[config.mk]
export PLATFORM = sky130hd
export DESIGN_NAME = compacting_key_list_top
export DESIGN_NICKNAME = d
export VERILOG_FILES = /design/src/hw/rtl/ckl_pkg.sv /design/src/hw/rtl/ckl_cell.sv /design/src/hw/rtl/ckl_chain.sv /design/src/hw/rtl/compacting_key_list_top.sv
export SDC_FILE = /design/constraint.sdc
export NUM_CORES = 2
export LEC_CHECK = 0
export ABC_AREA = 1
export BUFFER_PORTS_ARGS = -buffer_cell sky130_fd_sc_hd__buf_2
export CAP_MARGIN = 20
export CELL_PAD_IN_SITES_DETAIL_PLACEMENT = 1
export CELL_PAD_IN_SITES_GLOBAL_PLACEMENT = 2
export CORE_MARGIN = 2
export CORE_UTILIZATION = 39
export CTS_BUF_LIST = sky130_fd_sc_hd__clkbuf_8 sky130_fd_sc_hd__clkbuf_16
export DETAILED_ROUTE_END_ITERATION = 16
export PLACE_DENSITY_LB_ADDON = 0.1
export SLEW_MARGIN = 20
export SYNTH_ARGS = -nofsm -noshare
export SYNTH_HDL_FRONTEND = slang
export SYNTH_SLANG_ARGS = --single-unit
[constraint.sdc]
create_clock -name clk_i -period 7.55 [get_ports clk_i]
set_input_delay 1.51 -clock clk_i [delete_from_list [all_inputs] [get_ports clk_i]]
set_output_delay 1.51 -clock clk_i [all_outputs]
set_load 0.02 [all_outputs]
[src/hw/rtl/ckl_pkg.sv]
// Shared types, widths and codes for the compacting key list.
package ckl_pkg;

  localparam int unsigned DEPTH     = 8;
  localparam int unsigned KEY_BITS  = 64;
  localparam int unsigned KEY_W     = 64;
  localparam int unsigned ACT_W     = 2;
  localparam int unsigned STATUS_W  = 3;
  localparam int unsigned POS_W     = 4;
  localparam int unsigned ECNT_W    = 4;
  localparam int unsigned CNT_W     = $clog2(DEPTH + 1);
  localparam int unsigned IDX_W     = (DEPTH > 1) ? $clog2(DEPTH) : 1;
  localparam int unsigned TDATA_IN  = KEY_W;
  localparam int unsigned TDATA_OUT = POS_W + KEY_W + ECNT_W;

  localparam logic [ACT_W-1:0] ACT_INSERT = 2'd0;
  localparam logic [ACT_W-1:0] ACT_REMOVE = 2'd1;
  localparam logic [ACT_W-1:0] ACT_LIST   = 2'd2;

  localparam logic [STATUS_W-1:0] STS_INSERTED   = 3'd0;
  localparam logic [STATUS_W-1:0] STS_FULL       = 3'd1;
  localparam logic [STATUS_W-1:0] STS_REMOVED    = 3'd2;
  localparam logic [STATUS_W-1:0] STS_NOT_FOUND  = 3'd3;
  localparam logic [STATUS_W-1:0] STS_EMPTY_RM   = 3'd4;
  localparam logic [STATUS_W-1:0] STS_LISTED     = 3'd5;
  localparam logic [STATUS_W-1:0] STS_LIST_EMPTY = 3'd6;

  typedef enum logic [1:0] {
    CMD_NONE,
    CMD_INSERT,
    CMD_REMOVE,
    CMD_ROTATE
  } cmd_e;

  typedef enum logic [1:0] {
    S_IDLE,
    S_EXEC,
    S_LIST
  } state_e;

  // per-cell control
  typedef struct packed {
    logic load;
    logic take;
    logic live;
  } cell_ctl_t;

  // request from the sequencer to the cell row
  typedef struct packed {
    cmd_e               cmd;
    logic [CNT_W-1:0]   count;
    logic [KEY_BITS-1:0] key;
  } chain_req_t;

  // answer from the cell row
  typedef struct packed {
    logic               found;
    logic [CNT_W-1:0]   pos;
    logic [KEY_BITS-1:0] head;
  } chain_rsp_t;

endpackage

[src/hw/rtl/ckl_cell.sv]
// One list cell: holds a key, compares it and takes its neighbor's key on a shift.
module ckl_cell
  import ckl_pkg::*;
(
  input  logic                clk_i,
  input  cell_ctl_t           ctl_i,
  input  logic [KEY_BITS-1:0] key_i,
  input  logic [KEY_BITS-1:0] next_key_i,
  input  logic                seen_i,
  output logic                seen_o,
  output logic                hit_o,
  output logic [KEY_BITS-1:0] key_o
);

  logic [KEY_BITS-1:0] key_q;
  logic [KEY_BITS-1:0] key_d;
  logic                match;

  assign match  = ctl_i.live && (key_q == key_i);
  assign hit_o  = match && !seen_i;
  assign seen_o = seen_i || match;
  assign key_o  = key_q;

  always_comb begin
    key_d = key_q;
    if (ctl_i.load) begin
      key_d = key_i;
    end else if (ctl_i.take) begin
      key_d = next_key_i;
    end
  end

  always_ff @(posedge clk_i) begin
    key_q <= key_d;
  end

endmodule

[src/hw/rtl/ckl_chain.sv]
// Row of list cells with the first-match ripple and shift/rotate steering.
module ckl_chain
  import ckl_pkg::*;
(
  input  logic       clk_i,
  input  chain_req_t req_i,
  output chain_rsp_t rsp_o
);

  logic [KEY_BITS-1:0] keys [DEPTH];
  logic [KEY_BITS-1:0] nxt  [DEPTH];
  logic [DEPTH:0]      seen;
  logic [DEPTH-1:0]    hit;
  cell_ctl_t           ctl  [DEPTH];

  assign seen[0] = 1'b0;

  for (genvar i = 0; i < DEPTH; i++) begin : g_cell
    logic live;
    logic tail;

    assign live = CNT_W'(i) < req_i.count;
    assign tail = CNT_W'(i + 1) == req_i.count;

    // wrap the live part of the row back onto the head when rotating
    if (i == DEPTH - 1) begin : g_end
      assign nxt[i] = keys[0];
    end else begin : g_mid
      assign nxt[i] = tail ? keys[0] : keys[i + 1];
    end

    always_comb begin
      ctl[i].live = live;
      ctl[i].load = (req_i.cmd == CMD_INSERT) && (CNT_W'(i) == req_i.count);
      case (req_i.cmd)
        CMD_REMOVE: ctl[i].take = live && seen[i + 1];
        CMD_ROTATE: ctl[i].take = live;
        default:    ctl[i].take = 1'b0;
      endcase
    end

    ckl_cell u_cell (
      .clk_i      (clk_i),
      .ctl_i      (ctl[i]),
      .key_i      (req_i.key),
      .next_key_i (nxt[i]),
      .seen_i     (seen[i]),
      .seen_o     (seen[i + 1]),
      .hit_o      (hit[i]),
      .key_o      (keys[i])
    );
  end

  // at most one hit: OR the one-based positions together
  always_comb begin
    rsp_o.pos = '0;
    for (int unsigned k = 0; k < DEPTH; k++) begin
      if (hit[k]) begin
        rsp_o.pos = rsp_o.pos | CNT_W'(k + 1);
      end
    end
  end

  assign rsp_o.found = seen[DEPTH];
  assign rsp_o.head  = keys[0];

endmodule

[src/hw/rtl/compacting_key_list_top.sv]
// Compacting key list top level: item sequencer, output register and cell row.
// Insert, remove and an empty list load their one result from the execute state that follows
// acceptance; compare and compaction shift run across the cell row in that same cycle.
// A non-empty list then loads results in the list state, one per cycle while the output
// register is free, as the row rotates; the unused action gives none, and a full output
// register stalls the sequencer. rst_ni clears count, state and valid.
module compacting_key_list_top
  import ckl_pkg::*;
(
  input  logic                 clk_i,
  input  logic                 rst_ni,
  input  logic                 s_axis_tvalid,
  output logic                 s_axis_tready,
  input  logic [TDATA_IN-1:0]  s_axis_tdata,   // [63:0] key
  input  logic [ACT_W-1:0]     s_axis_tuser,   // [1:0] action
  output logic                 m_axis_tvalid,
  input  logic                 m_axis_tready,
  output logic [TDATA_OUT-1:0] m_axis_tdata,   // [3:0] position, [67:4] key_out,
                                               // [71:68] entry_count
  output logic [STATUS_W-1:0]  m_axis_tuser,   // [2:0] status
  output logic                 m_axis_tlast
);

  state_e state_q, state_d;

  // accepted item
  logic [ACT_W-1:0] act_q;
  logic [KEY_W-1:0] key_q;

  logic [CNT_W-1:0] count_q, count_d;
  logic [IDX_W-1:0] idx_q, idx_d;

  // output register
  logic                out_valid_q, out_valid_d;
  logic [STATUS_W-1:0] out_status_q, out_status_d;
  logic [POS_W-1:0]    out_pos_q, out_pos_d;
  logic [KEY_W-1:0]    out_key_q, out_key_d;
  logic [ECNT_W-1:0]   out_cnt_q, out_cnt_d;
  logic                out_last_q, out_last_d;
  logic                out_load;
  logic                out_free;

  chain_req_t req;
  chain_rsp_t rsp;
  logic       accept;
  logic       list_last;

  assign s_axis_tready = (state_q == S_IDLE);
  assign accept        = s_axis_tvalid && s_axis_tready;
  assign out_free      = !out_valid_q || m_axis_tready;
  assign list_last     = (CNT_W'(idx_q) + 1'b1) == count_q;

  ckl_chain u_chain (
    .clk_i (clk_i),
    .req_i (req),
    .rsp_o (rsp)
  );

  // next state
  always_comb begin
    state_d = state_q;
    case (state_q)
      S_IDLE: begin
        if (accept) begin
          state_d = S_EXEC;
        end
      end
      S_EXEC: begin
        if (act_q == ACT_LIST) begin
          if (count_q != '0) begin
            state_d = S_LIST;
          end else if (out_free) begin
            state_d = S_IDLE;
          end
        end else if (act_q == ACT_INSERT || act_q == ACT_REMOVE) begin
          if (out_free) begin
            state_d = S_IDLE;
          end
        end else begin
          // unused action: drop silently
          state_d = S_IDLE;
        end
      end
      S_LIST: begin
        if (out_free && list_last) begin
          state_d = S_IDLE;
        end
      end
      default: state_d = S_IDLE;
    endcase
  end

  // outputs of the sequencer: row command, count, list index and result fields
  always_comb begin
    req.cmd      = CMD_NONE;
    req.count    = count_q;
    req.key      = key_q[KEY_BITS-1:0];
    count_d      = count_q;
    idx_d        = idx_q;
    out_load     = 1'b0;
    out_status_d = STS_INSERTED;
    out_pos_d    = '0;
    out_key_d    = '0;
    out_last_d   = 1'b1;
    case (state_q)
      S_EXEC: begin
        idx_d = '0;
        if (out_free) begin
          if (act_q == ACT_INSERT) begin
            out_load = 1'b1;
            if (count_q < CNT_W'(DEPTH)) begin
              req.cmd      = CMD_INSERT;
              count_d      = count_q + 1'b1;
              out_status_d = STS_INSERTED;
            end else begin
              out_status_d = STS_FULL;
            end
          end else if (act_q == ACT_REMOVE) begin
            out_load = 1'b1;
            if (count_q == '0) begin
              out_status_d = STS_EMPTY_RM;
            end else begin
              req.cmd = CMD_REMOVE;
              if (rsp.found) begin
                count_d      = count_q - 1'b1;
                out_status_d = STS_REMOVED;
                out_pos_d    = POS_W'(rsp.pos);
              end else begin
                out_status_d = STS_NOT_FOUND;
              end
            end
          end else if (act_q == ACT_LIST && count_q == '0) begin
            out_load     = 1'b1;
            out_status_d = STS_LIST_EMPTY;
          end
        end
      end
      S_LIST: begin
        if (out_free) begin
          // emit the head and rotate the live entries one place
          req.cmd      = CMD_ROTATE;
          out_load     = 1'b1;
          out_status_d = STS_LISTED;
          out_pos_d    = POS_W'(CNT_W'(idx_q) + 1'b1);
          out_key_d    = KEY_W'(rsp.head);
          out_last_d   = list_last;
          idx_d        = idx_q + 1'b1;
        end
      end
      default: begin
        req.cmd = CMD_NONE;
      end
    endcase
    out_cnt_d   = ECNT_W'(count_d);
    out_valid_d = out_load ? 1'b1 : (m_axis_tready ? 1'b0 : out_valid_q);
  end

  always_ff @(posedge clk_i or negedge rst_ni) begin
    if (!rst_ni) begin
      state_q     <= S_IDLE;
      count_q     <= '0;
      idx_q       <= '0;
      out_valid_q <= 1'b0;
    end else begin
      state_q     <= state_d;
      count_q     <= count_d;
      idx_q       <= idx_d;
      out_valid_q <= out_valid_d;
    end
  end

  // payload: hold the accepted item and the pending result
  always_ff @(posedge clk_i) begin
    if (accept) begin
      act_q <= s_axis_tuser;
      key_q <= s_axis_tdata;
    end
    if (out_load) begin
      out_status_q <= out_status_d;
      out_pos_q    <= out_pos_d;
      out_key_q    <= out_key_d;
      out_cnt_q    <= out_cnt_d;
      out_last_q   <= out_last_d;
    end
  end

  assign m_axis_tvalid = out_valid_q;
  assign m_axis_tuser  = out_status_q;
  assign m_axis_tdata  = {out_cnt_q, out_key_q, out_pos_q};
  assign m_axis_tlast  = out_last_q;

endmodule

**After elaboration in Yosys (flattened, before gate mapping)**

Index checks and enable logic that the tools add are counted.
Widths: inputs -> output; s select.

- Bits in registers: 664
- Output and inout port bits: 78
- Logic and storage cells: 214

- Add/subtract/negate cells: 4
- Order comparisons: 9
- Eq/ne operators: 27
- Mux-type cells: 86
- Reduce and logical (&&, ||, !) cells: 69

Operators with widths:

| kind | count |
|---|---|
| $mux 64 | 23 |
| $eq 64x64->1 | 8 |
| $mux 4 | 14 |
| $logic_and 1x1->1 | 34 |
| $mux 3 | 11 |
| $mux 2 | 13 |
| $reduce_bool 2->1 | 10 |
| $pmux 1 s2 | 9 |
| $eq 3x4->1 const A | 4 |
| $lt 3x4->1 const A | 4 |
| $pmux 3 s2 | 2 |
| $mux 1 | 11 |
| $logic_or 1x1->1 | 9 |
| $eq 2x2->1 const B | 4 |
| $eq 2x4->1 const A | 2 |
| $logic_not 1->1 | 8 |
| $lt 1x4->1 const A | 2 |
| $lt 2x4->1 const A | 2 |
| $pmux 4 s2 | 1 |
| $reduce_and 2->1 | 4 |
| $eq 2x1->1 const B | 3 |
| $pmux 2 s3 | 1 |
| $add 3x1->4 const B | 1 |
| $add 4x1->4 const B | 1 |
| 11 further kinds | 14 |

**Depth between registers and ports, before layout**

- Word-level depth: 17
- Gate-level depth with buffers: 20

**Cells and area by module**

From an unflattened synthesis, not the netlist that was laid out.

- Cell total of the unflattened synthesis: 6105
- Area total of the unflattened synthesis: 42663.4 um^2

Modules (own cells, without submodules):

| module | instances | cells an instance | area an instance (um^2) | seq. area each (um^2) |
|---|---|---|---|---|
| ckl_cell | 8 | 517 | 3817.4 | 1921.8 |
| ckl_chain | 1 | 1548 | 6389.9 | 0.0 |
| compacting_key_list_top | 1 | 421 | 5734.2 | 4514.3 |

**Least setup slack after synthesis**

No wires, ideal clock.

- Path kind: input to register
- Start point: in m_axis_tready
- End point: reg u_chain.g_cell[0].u_cell.key_q[0] (enable)
- Setup time: 581 ps
- Data arrival time: 7076 ps
- Required time: 6969 ps
- Slack: -107 ps
- Cell stages on the path: 10
- Path through: nor2_2 > nor2_2 > inv_2 > nor2_2 > inv_2 > nor2_1 > nor2_1 > inv_1 > a21oi_1 > o31ai_1

- Longest elaborated chain between the ends: 7
- Elaborated cells on any way between the ends: 12
- Those cells by class: eq/ne: 4; mux: 4; reduce/logical: 4

RTL lines:

| element | RTL line | source |
|---|---|---|
| from (decl) | compacting_key_list_top.sv:17 | `input logic m_axis_tready,` |
| $logic_or 1x1->1 * | compacting_key_list_top.sv:50 | `assign out_free = !out_valid_q \|\| m_axis_tready;` |
| $mux 2 (on tied branches) | compacting_key_list_top.sv:139, compacting_key_list_top.sv:108 |  |
| $pmux 2 s2 * | compacting_key_list_top.sv:105 | `case (state_q)` |
| $eq 2x2->1 / $eq 2x1->1 (equally long branches) | ckl_chain.sv:35, ckl_chain.sv:34 |  |
| $pmux 1 s2 / $logic_and 1x1->1 (equally long branches) | ckl_chain.sv:35, ckl_chain.sv:34 |  |
| $reduce_bool 2->1 (no line) / $ne 2x1->1 (equally long branches) | -- |  |
| $reduce_and 2->1 (no line) * | -- |  |
| to (signal assigned) | ckl_cell.sv:34 | `key_q <= key_d;` |
| to (decl) | ckl_cell.sv:15 | `logic [KEY_BITS-1:0] key_q;` |

Every way passes the cells marked *; elsewhere a longest branch is shown, timed or not.
A chain may end at the register's enable or synchronous reset.

**Final worst setup path**

- Start point: reg key_q[21]
- End point: reg u_chain.g_cell[4].u_cell.key_q[30] (enable)

- Longest elaborated chain between the ends: 9
- Elaborated cells on any way between the ends: 17
- Those cells by class: eq/ne: 5; mux: 1; reduce/logical: 11

RTL lines:

| element | RTL line | source |
|---|---|---|
| from (decl) | compacting_key_list_top.sv:28 | `logic [KEY_W-1:0] key_q;` |
| from (signal assigned) | compacting_key_list_top.sv:176 | `key_q <= s_axis_tdata;` |
| $eq 64x64->1 | ckl_cell.sv:19 | `assign match = ctl_i.live && (key_q == key_i);` |
| $logic_and 1x1->1 | ckl_cell.sv:19 |  |
| $logic_or 1x1->1 (3 in a row) | ckl_cell.sv:21 | `assign seen_o = seen_i \|\| match;` |
| $logic_or 1x1->1 * | ckl_cell.sv:21 |  |
| $logic_and 1x1->1 * | ckl_chain.sv:36 | `CMD_REMOVE: ctl[i].take = live && seen[i + 1];` |
| $pmux 1 s2 * | ckl_chain.sv:35 | `case (req_i.cmd)` |
| $reduce_bool 2->1 (no line) * | -- |  |
| to (signal assigned) | ckl_cell.sv:34 |  |
| to (decl) | ckl_cell.sv:15 |  |

Marks and branches as above.

==> implementation parameters <==
Parameter                              Value

Run status
  Result of the run ... finished, final reports clean

Floorplanning
  Die boundary height ... 321 um
  Die ar. ... 103000 um^2
  I/O pin total ... 148
  Floorplan core area ... 99700 um^2
  Starting density of the core ... 0.392
  Rows ... 116
  Die span in x ... approximately 320 um

Critical path
  Start-to-end type of the worst setup path ... reg -> reg
  Worst path cell trace ... xor2_1 -> nor3_1 -> nand2_1 -> nor2_1 -> nand3_1 -> nand2_1 -> nor3_1 -> nand3_1 -> nand3_1 -> nand2_4 -> buf_4
  CP max FO ... 45
  Kind of cell with the highest combined delay on the critical path ... simple AND/OR/NAND/NOR gates
  Kind of capture point of the worst setup path ... register
  Required time at the endpoint of the critical path ... 7.92 ns
  Most common cell type on the critical path ... nand3_1
  Slowest cell on the critical path ... nor3_1
  Crit path buf inv count ... 1
  Arrival time at the worst endpoint ... 5.02 ns
  Slowest Stage Delay on Critical Path ... 0.73 ns
  Startpoint type of the worst setup path ... register

Logic synthesis
  Main area contributors after synthesis ... edfxtp_1, nand2_1, o211ai_1
  Cell type with the highest aggregate area in the netlist ... edfxtp_1
  Area share of the largest cell type after synthesis ... 0.503
  Leading post-synthesis cells by instance count ... nand2_1, edfxtp_1, o21ai_0
  Register area share after synthesis ... 0.509
  Async set or reset register ratio after synthesis ... 0.0151
  Post-Syn Instances ... approximately 4.5k
  Most repeated cell in the gate-level netlist after synthesis ... nand2_1
  Warnings, synthesis ... 0
  Post-Syn Nets ... about 4.6k
  Number of enable flip-flop cells after synthesis ... 654
  Number of synthesized register bits ... 664
  Most instantiated flip-flop cell in the synthesis netlist ... edfxtp_1
  Syn avg cell area ... 8.73 um^2
  Total standard cell area after synthesis ... 39100 um^2
  Count of distinct cell types in the synthesized netlist ... 48

STA
  Shortest clock period the worst path allows after layout ... 4.65 ns
  Fmax ... 215 MHz
  Least setup slack across all paths after layout ... 2.90 ns
  Max-slew violation total from the final report ... 0
  Layout Skew ... 0.0254 ns
  Share of the cycle needed by the critical path after routing ... 0.615
  Final hold violations ... 0
  Setup TNS ... 0 ns
  Max transition margin ... 0.353
  Unrepaired setup endpoints after global routing ... no
  Slew at the pin closest to its max-slew limit ... 0.961 ns
  Final setup violation count ... 0

Pwr
  Power spent charging and discharging nets ... 4.44 mW
  Share of total power in combinational logic ... 0.276
  Power per Cell Area ... 283 nW/um^2
  Power Internal ... 7.71 mW
  Clk pwr share ... 0.322
  Sequential share of power ... 0.402
  Worst VDD drop ... about 0.19 mV
  Total power consumption of the routed design ... 12.2 mW
  Fraction of power spent switching nets ... 0.365
  Leakage ... roughly 16 nW

Clocking
  Number of buffers added for setup after CTS ... 0
  CTS Root Cell ... clkbuf_16
  H-Tree Depth ... 3
  Clock transition time at the flip-flop clock pins of the worst setup and hold paths ... approximately 0.06 ns
  Max Root-Sink Buffers ... 3
  Worst skew pair latency ... 0.68 ns
  Clock buffer count from CTS ... 82
  Num Clock Sinks ... 664
  Resized cells post-CTS ... 0
  CTS tree ... built
  CTS hold repair buffers ... 0

Detailed routing
  DRT antenna net count ... 0
  Residual DRC ... 0
  Total wirelength of the detailed-routed design ... 156000 um
  First-pass DRT Iterations ... 5
  Total number of vias ... 32.9k
  Highest metal layer with signal wires ... met5
  Routed wire length on met2 ... 73900 um
  Detailed-routing wirelength on met1 ... ~70000 um
  Metal3 WL ... 8260 um
  Drt first-iter violations ... 3201
  Vias per std cell ... 5.68
  Wirelength per Cell ... 26.9 um

GRT
  Wire length of the first global-routing pass ... 228000 um
  Vias in the first global route ... 32.7k
  Maximum number of pins on one net before global-route repair ... 81
  Total grt overflow ... 0
  GRT Total Usage ... 0.302
  Antenna violations before repair ... 3

Cells and area
  Count of antenna diodes in the layout ... 0
  Total number of nets in the final design ... 4505
  Fraction of final layout cells sized beyond drive strength 1 ... 0.0868
  Area delta synth->final ... 9.85%
  Total of fill cells in the finished design ... between 10k and 15k

Place
  Estimated wirelength of the detail-placed design ... 117000 um
  Port bufs ... roughly 150
  Worst slack at placement ... 2.17 ns
  RD Place Congestion ... 0.980

Hold path
  Worst hold path type ... reg -> reg

Job
  Total of max-cap violations ... 0
[registers in the layout (all words and copies together), names as in the netlist]
register / count
m_axis_tuser: 3
m_axis_tlast: 1
out_key_q: 64
idx_q: 3
count_q: 4
state_q: 2
act_q: 2
key_q: 64
u_chain.g_cell.u_cell.key_o: 512
m_axis_tvalid: 1
out_cnt_q: 4
out_pos_q: 4
[power groups by stage]
| stage | clock network [mW] | logic, mW | registers, mW |
|---|---|---|---|
| 2_1_floorplan | 0 | 2.34 | 4.75 |
| 3_3_place_gp | 0 | 3.25 | 4.95 |
| 3_5_place_dp | 0 | 3.33 | 4.95 |
| 4_1_cts | 3.98 | 3.35 | 4.88 |
| 5_1_grt | 4.10 | 3.70 | 4.91 |
| 6_report | 3.91 | 3.36 | 4.88 |
[final timing paths]
kind / start / end / slack (ns) / cells after the start
max in group asynchronous: rst_ni / count_q[3] / 6.61 / 1
setup reg to reg: key_q[21] / u_chain.g_cell[4].u_cell.key_o[30] / 2.90 / 11
min in group asynchronous: rst_ni / idx_q[1] / 0.72 / 1
hold / removal: idx_q[1] / idx_q[1] / 0.57 / 2
hold reg to reg: idx_q[1] / idx_q[1] / 0.57 / 2
setup / recovery: key_q[21] / u_chain.g_cell[4].u_cell.key_o[30] / 2.90 / 11
[layout by cell type (no fill, tap or decap), types with 7 or more instances in the layout]
| cell type | instances |
|---|---|
| nand2_1 | 1149 |
| edfxtp_1 | 654 |
| o21ai_0 | 510 |
| nor2_1 | 410 |
| o211ai_1 | 384 |
| inv_1 | 350 |
| xor2_1 | 158 |
| xnor2_1 | 148 |
| buf_2 | 147 |
| clkbuf_16 | 87 |
| nand3_1 | 70 |
| nand4_1 | 61 |
| o21ai_1 | 47 |
| nor3_1 | 47 |
| buf_4 | 41 |
| or2_2 | 29 |
| nor4_1 | 21 |
| clkinv_1 | 19 |
| inv_2 | 16 |
| a21oi_1 | 15 |
| nand2_4 | 14 |
| clkinv_2 | 13 |
| nor3b_1 | 12 |
| nor2_4 | 10 |
| dfrtp_1 | 10 |
| nand3b_1 | 9 |
| ha_1 | 9 |
| nor2_2 | 7 |
[stage by stage]
stage	util	std cells	hold WS [ns]	cell area [um^2]
final	0.430	5790	0.571	42900
after global routing	0.430	5790	0.603	42900
after CTS	0.430	5790	0.570	42900
after detailed placement	0.404	5640	0.561	40300
after global placement	0.404	5640	0.554	40300
after floorplan	-	4473	0.531	39100
[cell families (layout without fill, tap and decap cells)]
group                    Yosys count  in the layout  share of synthesized area
flip-flops                       664            664                      0.509
adder cells (fa/ha/maj)            9              9                    0.00288
XOR/XNOR                         306            306                     0.0686
AO/OA/AOI/OAI                    969            969                      0.149
AND/OR/NAND/NOR                 1859           1859                      0.195
buffers and inverters            666            685                     0.0747
[worst min-delay path: cells and delay by family (launching register included)]
family                 cells  cell delay [ns]
AOI/OAI and AO/OA          1             0.07
buffers and inverters      1             0.06
DFF                        1             0.40
[per-layer routing]
| layer | up-vias | GRT usage |
|---|---|---|
| li1 | 15200 | - |
| met1 | 16600 | 0.416 |
| met2 | 882 | 0.503 |
| met3 | 170 | 0.0414 |
| met4 | 4 | 0.0674 |
| met5 | - | 0 |
[cell type report]
class | count | area (um^2) | area share
flip-flops and latches | 664 | 19900 | 0.463
multi-input cells | 3143 | 16500 | 0.384
clock buffers | 88 | 2190 | 0.0511
well taps | 1298 | 1620 | 0.0378
inverters | 347 | 1310 | 0.0304
repair buffers | 188 | 1040 | 0.0243
clock inverters | 62 | 400 | 0.00933
No activity file was read; power rests on OpenSTA's default activity.
